==> src/rtl/core/rgb_keyframe_interpolator_core_assert.svh <==
// assertion macros for the keyframe interpolator core
`ifndef RGB_KEYFRAME_INTERPOLATOR_CORE_ASSERT_SVH
`define RGB_KEYFRAME_INTERPOLATOR_CORE_ASSERT_SVH

// same-cycle implication, checked outside reset
`define RKI_ASSERT_NOW(label, clk, rst_n, ante, cons, msg) \
	label: assert property (@(posedge clk) disable iff (!rst_n) (ante) |-> (cons)) \
		else $error(msg);

// next-cycle implication, checked outside reset
`define RKI_ASSERT_NEXT(label, clk, rst_n, ante, cons, msg) \
	label: assert property (@(posedge clk) disable iff (!rst_n) (ante) |=> (cons)) \
		else $error(msg);

`endif

==> src/rtl/core/rki_pkg.sv <==
// shared types and constants of the keyframe interpolator core
package rki_pkg;

	localparam logic MODE_WRITE = 1'b0;
	localparam logic MODE_QUERY = 1'b1;

	localparam int CHANNELS = 3;
	localparam int QBITS    = 17;

	typedef logic [15:0] q16_t;
	typedef logic [3:0]  key_count_t;
	typedef logic [4:0]  cnt_t;

	localparam cnt_t DIV_LAST_STEP = cnt_t'(QBITS - 1);

	typedef struct packed {
		logic       mode;
		logic [2:0] key_index;
		q16_t       key_time;
		q16_t       key_red;
		q16_t       key_green;
		q16_t       key_blue;
		q16_t       query_percent;
	} rki_in_t;

	typedef struct packed {
		q16_t red_out;
		q16_t green_out;
		q16_t blue_out;
		logic span_fault;
	} rki_out_t;

	typedef struct packed {
		q16_t key_time;
		q16_t red;
		q16_t green;
		q16_t blue;
	} rki_entry_t;

	typedef struct packed {
		logic mem_we;
		logic rd_en;
		logic ld_query;
		logic save_s;
		logic save_e;
		logic calc;
		logic mul;
		logic div_init;
		logic div_step;
		logic load_out;
		logic out_blend;
		logic out_fault;
	} rki_cmd_t;

	typedef struct packed {
		logic t_gt;
		logic den_bad;
	} rki_stat_t;

endpackage

==> src/rtl/core/rki_ctrl.sv <==
// controller: table scan sequencing, divider steps and output register valid
module rki_ctrl import rki_pkg::*; #(
	parameter int MAX_KEYS = 8
) (
	input  logic                          clk,
	input  logic                          arst_n,
	input  logic                          in_valid,
	input  logic                          in_mode,
	output logic                          in_ready,
	output logic                          out_valid,
	input  logic                          out_ready,
	input  key_count_t                    key_count,
	input  rki_stat_t                     stat,
	output rki_cmd_t                      cmd,
	output logic [$clog2(MAX_KEYS)-1:0]   rd_addr
);

	localparam int AW = $clog2(MAX_KEYS);
	localparam int CW = $clog2(MAX_KEYS + 1);
	localparam int KW = (CW > 4) ? CW : 4;

	typedef enum logic [2:0] {
		ST_IDLE,
		ST_SCAN,
		ST_CALC,
		ST_MUL,
		ST_DINIT,
		ST_DIV,
		ST_FIN,
		ST_PASS
	} state_t;

	state_t          state_q, state_d;
	logic [AW-1:0]   i_q;
	cnt_t            cnt_q;
	logic            out_valid_q;
	logic            fault_q;
	logic            out_free;
	logic [KW-1:0]   kc;
	logic [KW-1:0]   nk;
	logic [AW-1:0]   last_idx;

	// keys in use, clamped to 1..MAX_KEYS
	always_comb begin
		kc = KW'(key_count);
		if (kc == '0) begin
			nk = KW'(1);
		end else if (kc > KW'(MAX_KEYS)) begin
			nk = KW'(MAX_KEYS);
		end else begin
			nk = kc;
		end
		last_idx = AW'(nk - KW'(1));
	end

	assign out_free  = !out_valid_q || out_ready;
	assign in_ready  = (state_q == ST_IDLE);
	assign out_valid = out_valid_q;

	always_comb begin
		cmd     = '0;
		rd_addr = '0;
		state_d = state_q;
		case (state_q)
			ST_IDLE: begin
				if (in_valid) begin
					if (in_mode == MODE_WRITE) begin
						cmd.mem_we = 1'b1;
					end else begin
						cmd.ld_query = 1'b1;
						cmd.rd_en    = 1'b1;
						state_d      = ST_SCAN;
					end
				end
			end
			ST_SCAN: begin
				// rd_q holds entry i_q
				if (i_q == '0) begin
					cmd.save_s = 1'b1;
					if (last_idx == '0) begin
						state_d = ST_PASS;
					end else begin
						cmd.rd_en = 1'b1;
						rd_addr   = i_q + 1'b1;
					end
				end else if (stat.t_gt) begin
					cmd.save_e = 1'b1;
					state_d    = ST_CALC;
				end else begin
					cmd.save_s = 1'b1;
					if (i_q == last_idx) begin
						state_d = ST_PASS;
					end else begin
						cmd.rd_en = 1'b1;
						rd_addr   = i_q + 1'b1;
					end
				end
			end
			ST_CALC: begin
				if (stat.den_bad) begin
					state_d = ST_PASS;
				end else begin
					cmd.calc = 1'b1;
					state_d  = ST_MUL;
				end
			end
			ST_MUL: begin
				cmd.mul = 1'b1;
				state_d = ST_DINIT;
			end
			ST_DINIT: begin
				cmd.div_init = 1'b1;
				state_d      = ST_DIV;
			end
			ST_DIV: begin
				cmd.div_step = 1'b1;
				if (cnt_q == '0) begin
					state_d = ST_FIN;
				end
			end
			ST_FIN: begin
				if (out_free) begin
					cmd.load_out  = 1'b1;
					cmd.out_blend = 1'b1;
					state_d       = ST_IDLE;
				end
			end
			ST_PASS: begin
				if (out_free) begin
					cmd.load_out  = 1'b1;
					cmd.out_fault = fault_q;
					state_d       = ST_IDLE;
				end
			end
			default: begin
				state_d = ST_IDLE;
			end
		endcase
	end

	always_ff @(posedge clk or negedge arst_n) begin
		if (!arst_n) begin
			state_q     <= ST_IDLE;
			i_q         <= '0;
			cnt_q       <= '0;
			out_valid_q <= 1'b0;
			fault_q     <= 1'b0;
		end else begin
			state_q <= state_d;
			if (cmd.rd_en) begin
				i_q <= rd_addr;
			end
			if (cmd.div_init) begin
				cnt_q <= DIV_LAST_STEP;
			end else if (cmd.div_step) begin
				cnt_q <= cnt_q - 1'b1;
			end
			if (cmd.load_out) begin
				out_valid_q <= 1'b1;
			end else if (out_ready) begin
				out_valid_q <= 1'b0;
			end
			// bad span comes from the calc state, running off the table does not
			if (state_d == ST_PASS && state_q != ST_PASS) begin
				fault_q <= (state_q == ST_CALC);
			end
		end
	end

endmodule

==> src/rtl/core/rki_datapath.sv <==
// datapath: keyframe table, span setup, three multiplier and divider lanes, output register
module rki_datapath import rki_pkg::*; #(
	parameter int MAX_KEYS = 8
) (
	input  logic                          clk,
	input  rki_in_t                       in_data,
	input  rki_cmd_t                      cmd,
	input  logic [$clog2(MAX_KEYS)-1:0]   rd_addr,
	output rki_stat_t                     stat,
	output rki_out_t                      out_data
);

	localparam int AW = $clog2(MAX_KEYS);

	rki_entry_t    mem [MAX_KEYS];
	rki_entry_t    wr_entry;
	logic [AW-1:0] wr_addr;
	logic          wr_ok;

	rki_entry_t    rd_q;
	rki_entry_t    s_q;
	rki_entry_t    e_q;
	q16_t          p_q;
	q16_t          num_mag_q;
	q16_t          den_q;
	logic [QBITS+15:0] dsh_q;

	q16_t          dmag_q [CHANNELS];
	logic          neg_q  [CHANNELS];
	logic [31:0]   m_q    [CHANNELS];
	logic [31:0]   rem_q  [CHANNELS];
	logic [QBITS-1:0] quo_q [CHANNELS];
	logic          ovf_q  [CHANNELS];
	rki_out_t      out_q;

	logic [16:0]   num;
	logic [16:0]   den;
	logic          num_neg;
	q16_t          num_mag;

	q16_t          cs   [CHANNELS];
	q16_t          ce   [CHANNELS];
	logic [16:0]   diff [CHANNELS];
	q16_t          blend [CHANNELS];
	logic          ge   [CHANNELS];

	// keyframe table
	assign wr_entry = '{key_time: in_data.key_time, red: in_data.key_red,
		green: in_data.key_green, blue: in_data.key_blue};
	assign wr_addr  = AW'(in_data.key_index);
	assign wr_ok    = 32'(in_data.key_index) < MAX_KEYS;

	always_ff @(posedge clk) begin
		if (cmd.mem_we && wr_ok) begin
			mem[wr_addr] <= wr_entry;
		end
		if (cmd.rd_en) begin
			rd_q <= mem[rd_addr];
		end
	end

	assign stat.t_gt = rd_q.key_time > p_q;

	// span setup
	always_comb begin
		num     = {1'b0, p_q} - {1'b0, s_q.key_time};
		den     = {1'b0, e_q.key_time} - {1'b0, s_q.key_time};
		num_neg = num[16];
		num_mag = num_neg ? 16'(-num) : num[15:0];
	end

	assign stat.den_bad = den[16] || (den == '0);

	assign cs[0] = s_q.red;
	assign cs[1] = s_q.green;
	assign cs[2] = s_q.blue;
	assign ce[0] = e_q.red;
	assign ce[1] = e_q.green;
	assign ce[2] = e_q.blue;

	always_comb begin
		for (int ch = 0; ch < CHANNELS; ch++) begin
			diff[ch] = {1'b0, ce[ch]} - {1'b0, cs[ch]};
			ge[ch]   = {1'b0, rem_q[ch]} >= dsh_q;
		end
	end

	always_ff @(posedge clk) begin
		if (cmd.ld_query) begin
			p_q <= in_data.query_percent;
		end
		if (cmd.save_s) begin
			s_q <= rd_q;
		end
		if (cmd.save_e) begin
			e_q <= rd_q;
		end
		if (cmd.calc) begin
			num_mag_q <= num_mag;
			den_q     <= den[15:0];
		end
		if (cmd.div_init) begin
			dsh_q <= {1'b0, den_q, 16'b0};
		end else if (cmd.div_step) begin
			dsh_q <= dsh_q >> 1;
		end
		for (int ch = 0; ch < CHANNELS; ch++) begin
			if (cmd.calc) begin
				dmag_q[ch] <= diff[ch][16] ? 16'(-diff[ch]) : diff[ch][15:0];
				neg_q[ch]  <= diff[ch][16] ^ num_neg;
			end
			if (cmd.mul) begin
				m_q[ch] <= dmag_q[ch] * num_mag_q;
			end
			if (cmd.div_init) begin
				rem_q[ch] <= m_q[ch];
				quo_q[ch] <= '0;
				// quotient too wide for the lanes: saturates either way
				ovf_q[ch] <= {1'b0, m_q[ch]} >= {den_q, 17'b0};
			end else if (cmd.div_step) begin
				if (ge[ch]) begin
					rem_q[ch] <= rem_q[ch] - dsh_q[31:0];
				end
				quo_q[ch] <= {quo_q[ch][QBITS-2:0], ge[ch]};
			end
		end
	end

	// round half away from zero, apply sign, saturate
	always_comb begin
		logic          rnd;
		logic [17:0]   r;
		logic [18:0]   v;
		for (int ch = 0; ch < CHANNELS; ch++) begin
			rnd = {rem_q[ch][15:0], 1'b0} >= {1'b0, den_q};
			r   = {1'b0, quo_q[ch]} + 18'(rnd);
			if (neg_q[ch]) begin
				v = {3'b0, cs[ch]} - {1'b0, r};
			end else begin
				v = {3'b0, cs[ch]} + {1'b0, r};
			end
			if (ovf_q[ch]) begin
				blend[ch] = neg_q[ch] ? 16'h0000 : 16'hffff;
			end else if (v[18]) begin
				blend[ch] = 16'h0000;
			end else if (v[17:16] != 2'b00) begin
				blend[ch] = 16'hffff;
			end else begin
				blend[ch] = v[15:0];
			end
		end
	end

	always_ff @(posedge clk) begin
		if (cmd.load_out) begin
			if (cmd.out_blend) begin
				out_q <= '{red_out: blend[0], green_out: blend[1], blue_out: blend[2],
					span_fault: 1'b0};
			end else begin
				out_q <= '{red_out: cs[0], green_out: cs[1], blue_out: cs[2],
					span_fault: cmd.out_fault};
			end
		end
	end

	assign out_data = out_q;

endmodule

==> src/rtl/core/rgb_keyframe_interpolator_core.sv <==
// keyframe colour interpolator top level: key count register, controller and datapath
// a write word gives no result
// a query scans k table entries at one per cycle, where k is at most the key count clamped
// to 1..MAX_KEYS; it then interpolates through the 17-step serial divider or passes the start entry on;
// the next word is taken once the result is queued
// reset clears control and sets key count to 1; the table holds nothing until written
`include "rgb_keyframe_interpolator_core_assert.svh"

module rgb_keyframe_interpolator_core import rki_pkg::*; #(
	parameter int MAX_KEYS = 8
) (
	input  logic       clk,
	input  logic       arst_n,
	input  logic       in_valid,
	output logic       in_ready,
	input  rki_in_t    in_data,
	output logic       out_valid,
	input  logic       out_ready,
	output rki_out_t   out_data,
	input  logic       cfg_we,
	input  key_count_t cfg_wdata
);

	localparam int AW = $clog2(MAX_KEYS);

	key_count_t    key_count_q;
	rki_cmd_t      cmd;
	rki_stat_t     stat;
	logic [AW-1:0] rd_addr;

	always_ff @(posedge clk or negedge arst_n) begin
		if (!arst_n) begin
			key_count_q <= key_count_t'(1);
		end else if (cfg_we) begin
			key_count_q <= cfg_wdata;
		end
	end

	rki_ctrl #(
		.MAX_KEYS (MAX_KEYS)
	) u_ctrl (
		.clk       (clk),
		.arst_n    (arst_n),
		.in_valid  (in_valid),
		.in_mode   (in_data.mode),
		.in_ready  (in_ready),
		.out_valid (out_valid),
		.out_ready (out_ready),
		.key_count (key_count_q),
		.stat      (stat),
		.cmd       (cmd),
		.rd_addr   (rd_addr)
	);

	rki_datapath #(
		.MAX_KEYS (MAX_KEYS)
	) u_datapath (
		.clk      (clk),
		.in_data  (in_data),
		.cmd      (cmd),
		.rd_addr  (rd_addr),
		.stat     (stat),
		.out_data (out_data)
	);

	// a new result never overwrites one still waiting
	`RKI_ASSERT_NOW(a_load_free, clk, arst_n, cmd.load_out, (!out_valid || out_ready), "result overwritten")
	// an accepted query keeps the input side closed
	`RKI_ASSERT_NEXT(a_query_busy, clk, arst_n, (in_valid && in_ready && in_data.mode == MODE_QUERY), !in_ready, "input open during query")
	// the divider only runs while the input side is closed
	`RKI_ASSERT_NOW(a_div_busy, clk, arst_n, cmd.div_step, !in_ready, "divider step while idle")
	// the table is written only from an accepted write word
	`RKI_ASSERT_NOW(a_write_src, clk, arst_n, cmd.mem_we, (in_valid && in_ready && in_data.mode == MODE_WRITE), "table write without write word")

endmodule
==> config.mk <==
export PLATFORM = sky130hd
export DESIGN_NAME = rgb_keyframe_interpolator_core
export DESIGN_NICKNAME = d
export VERILOG_FILES = /design/src/rtl/core/rki_pkg.sv /design/src/rtl/core/rki_ctrl.sv /design/src/rtl/core/rki_datapath.sv /design/src/rtl/core/rgb_keyframe_interpolator_core.sv
export VERILOG_INCLUDE_DIRS = /design/src /design/src/rtl/core
export SDC_FILE = /design/constraint.sdc
export NUM_CORES = 2
export LEC_CHECK = 0
export BUFFER_PORTS_ARGS = -buffer_cell sky130_fd_sc_hd__buf_2
export CAP_MARGIN = 0
export CORE_MARGIN = 5
export CORE_UTILIZATION = 40
export CTS_CLUSTER_DIAMETER = 50
export DETAILED_ROUTE_END_ITERATION = 16
export GPL_TIMING_DRIVEN = 0
export PLACE_DENSITY = 0.65
export SYNTH_ARGS = -nofsm -noshare
export SYNTH_HDL_FRONTEND = slang
export SYNTH_SLANG_ARGS = --single-unit
export TNS_END_PERCENT = 30
==> constraint.sdc <==
create_clock -name clk -period 10.2 [get_ports clk]
set_input_delay 2.04 -clock clk [delete_from_list [all_inputs] [get_ports clk]]
set_output_delay 2.04 -clock clk [all_outputs]
set_load 0.005 [all_outputs]
==> reports/metrics.yaml <==
hold_viol: 0
tritoncts: "yes"
synth_seq_cells: 1147
rows: 168
synthFlopType: "edfxtp_1"
synth_edf_count: 1114
critPathLaunchType: "flip-flop"
async_flop_share_pct: 1.48
drt-pass1-iter-count: 6
routed_wirelength_um: 235000
status: "finished, final reports clean"
final_common_cell: "edfxtp_1"
worstHoldPathType: "flip-flop to flip-flop"
clk_latency_ns: 0.82
grt-ovfl-total: 0
arrival_ns: 9.79
avgSynthCellArea_sq_um: 11.3
drt-vias-per-instance: 5.47
drv_slew: 0
via_count: 58507
cts.path.max_buffers: 3
synth_cells: 7435
synth_nets: 8781
drive_gt1_share_pct: 9.15
hold_path_end: "u_datapath.ce[27]$_DFFE_PP_"
drtIter0Drc: 4529
grtUsageTotal_pct: 21.2
area_delta_synth_final_pct: 11.8
cp-end-kind: "flip-flop"
start_util_pct: 40.2
drtAntennaViolNets: 0
grt_max_degree: 65
die_area_sq_mm: 0.220
dp_cells: 10428
ys_warn_count: 0
min_from: "u_datapath.rd_q[27]$_DFFE_PP_"
critPathMostFrequentCell: "ha_1"
drc: 0
clk_pin_slew_worst_paths_ns: 0.05
postCtsSetupBuffers: 0
rrSetupSlack_ns: 1.03
die_y_um: 469
setup_violations: 0
ctsRootBufferMaster: "clkbuf_16"
hpwl_um: 184000
ys_types: 115
fmax_mhz: 109
io_pins: 144
finalWeightedCongestion: 0.950
netlist_area_sq_mm: 0.0841
r2r-start: "u_datapath.den_q[2]$_DFFE_PP_"
fin_hold_ws_ns: 0.441
ctsHoldBuffers: 0
cts_sinks: 1147
cts_made_buffers: 139
crit_path_max_incr_delay_ns: 0.55
yosysSeqAreaShare_pct: 40.7
reg2reg_to: "u_datapath.out_data[18]$_DFFE_PP_"
cp.required_ns: 10.82
rsz0062_at_grt: "false"
wl_per_cell_um: 21.9
final_cell_mix: "1114 x edfxtp_1, 919 x inv_1, 824 x nand2_1, 660 x ha_1, 593 x fa_1"
crit_slowest_cell: "a211o_1"
grt_pass1_wl_um: 356000
post_cts_resized: 0
grt_pass1_vias: 59479
nets: 9110
post-route-period-util_pct: 89.9
finClkSkew_ns: 0.0624
die_x_um: 469
htreeDepth: 4
worstRegToRegCells: 33
io_buffers: 143
cp_max_fo: 10
final_cells: 10689
final_util_pct: 44.9
worstMarginPinSlew_ns: 1.39
criticalPathCategory: "flip-flop to flip-flop"
max_cap_violations: 0
relSlewSlack_pct: 7.21
antenna_found_initial: 22
core_region_area_sq_mm: 0.209
finalCriticalPeriod_ns: 9.17
hold_depth: 0
routing by layer:
metal  part of all wire (%)  GRT usage [%]  up-vias  wire length (um)
li1                       -              -    26586                 -
met1                     41           27.5    29466             96800
met2                     48           35.5     1996            112000
met3                    6.6           3.56      443             15400
met4                    4.4           8.64       16             10200
met5                  0.041              0        -                96
cell families after synthesis:
group,Yosys count,synth area share (%)
xor+xnor,414,4.33
compound gates,1216,9.90
simple gates,1919,11.2
fa+ha+maj,1253,23.9
flops,1147,40.7
buf+inv,1199,5.53
mux,287,4.46
worst max path at each step:
stage | startpoint | to | slack (ns) | cells past startpoint
after CTS | u_datapath.den_q[2]$_DFFE_PP_ | u_datapath.out_data[18]$_DFFE_PP_ | 1.07 | 33
after global placement | u_datapath.s_q[49]$_DFFE_PP_ | u_datapath.dmag_q[0][30]$_DFFE_PP_ | -2.29 | 12
final | u_datapath.den_q[2]$_DFFE_PP_ | u_datapath.out_data[18]$_DFFE_PP_ | 1.03 | 33
after detailed placement | u_datapath.den_q[2]$_DFFE_PP_ | u_datapath.out_data[18]$_DFFE_PP_ | 1.12 | 33
after floorplan | u_datapath.s_q[49]$_DFFE_PP_ | u_datapath.den_q[0]$_DFFE_PP_ | 1.42 | 12
after global routing | u_datapath.den_q[2]$_DFFE_PP_ | u_datapath.out_data[18]$_DFFE_PP_ | 0.50 | 33
cells in the mapped netlist, types with 10 or more instances:
cell | n | area (sq um)
edfxtp_1 | 1114 | 33500
inv_1 | 920 | 3450
nand2_1 | 824 | 3090
ha_1 | 660 | 8260
fa_1 | 593 | 11900
a21oi_1 | 337 | 1690
and2_1 | 283 | 1770
xnor2_1 | 272 | 2380
nor2_1 | 247 | 927
o21ai_0 | 217 | 1090
clkbuf_1 | 214 | 803
mux2i_1 | 160 | 1600
xor2_1 | 140 | 1230
a21o_1 | 124 | 931
nor3_1 | 87 | 435
nand3_1 | 84 | 420
and3_1 | 81 | 507
a22o_1 | 69 | 604
o21a_1 | 65 | 488
mux4_2 | 64 | 1440
mux2_2 | 56 | 631
nand2b_1 | 55 | 344
nor2b_1 | 51 | 319
a31oi_1 | 44 | 275
or3_1 | 43 | 269
nand4_1 | 42 | 263
buf_2 | 40 | 200
a211oi_1 | 37 | 278
o21bai_1 | 37 | 278
o31ai_1 | 27 | 203
nor4_1 | 22 | 138
a2bb2oi_1 | 19 | 166
o31a_1 | 19 | 166
and4_1 | 17 | 149
o211ai_1 | 17 | 128
o221a_2 | 17 | 191
dfrtp_1 | 16 | 400
dfxtp_1 | 16 | 320
or2_2 | 15 | 93.8
a21boi_0 | 14 | 105
a22oi_1 | 11 | 82.6
a31o_2 | 11 | 96.3
nor3b_1 | 10 | 75.1
or4_1 | 10 | 75.1
layout make-up:
class | instances | area [sq um]
antenna | 6 | 15.0
buffer | 278 | 1190
clock buffer | 162 | 3600
clock inverter | 93 | 1240
fill | 19262 | 115000
inverter | 921 | 3460
multi-input combinational | 5089 | 45400
sequential | 1147 | 34200
tap | 2805 | 3510
timing repair buffer | 188 | 1440
through the flow:
stage               cell area [sq um]  setup TNS (ns)  setup slack, ns
floorplan                       84100               0             1.42
global placement                88300         -385.24            -2.29
detailed placement              89200               0             1.12
CTS                             94000               0             1.07
global route                    94000               0            0.502
finish                          94000               0             1.03
flip-flops by register name, summed over array words and instances, names as in the netlist, 16 cells and up:
signal / flops
u_datapath.dmag_q: 48
u_datapath.dsh_q: 32
u_datapath.den_q: 16
u_datapath.num_mag_q: 16
u_datapath.p_q: 16
u_datapath.quo_q: 51
u_datapath.mem: 512
u_datapath.cs: 48
u_datapath.e_q: 16
u_datapath.s_q: 16
u_datapath.ce: 48
u_datapath.rd_q: 64
u_datapath.out_data: 49
u_datapath.rem_q: 96
u_datapath.m_q: 96
critical path, delay by kind of cell (launching register included):
| family | cells | cell delay [ns] |
|---|---|---|
| AO/OA/AOI/OAI | 17 | 4.76 |
| AND/OR/NAND/NOR | 6 | 1.32 |
| adder cells (fa/ha/maj) | 4 | 1.27 |
| buffers and inverters | 3 | 0.75 |
| XOR/XNOR | 2 | 0.41 |
| flip-flops | 1 | 0.38 |
| multiplexers | 1 | 0.08 |
Power is left out: the tool's default activity adds up to more than one toggle a clock period on the data nets, which glitch-free logic cannot reach.
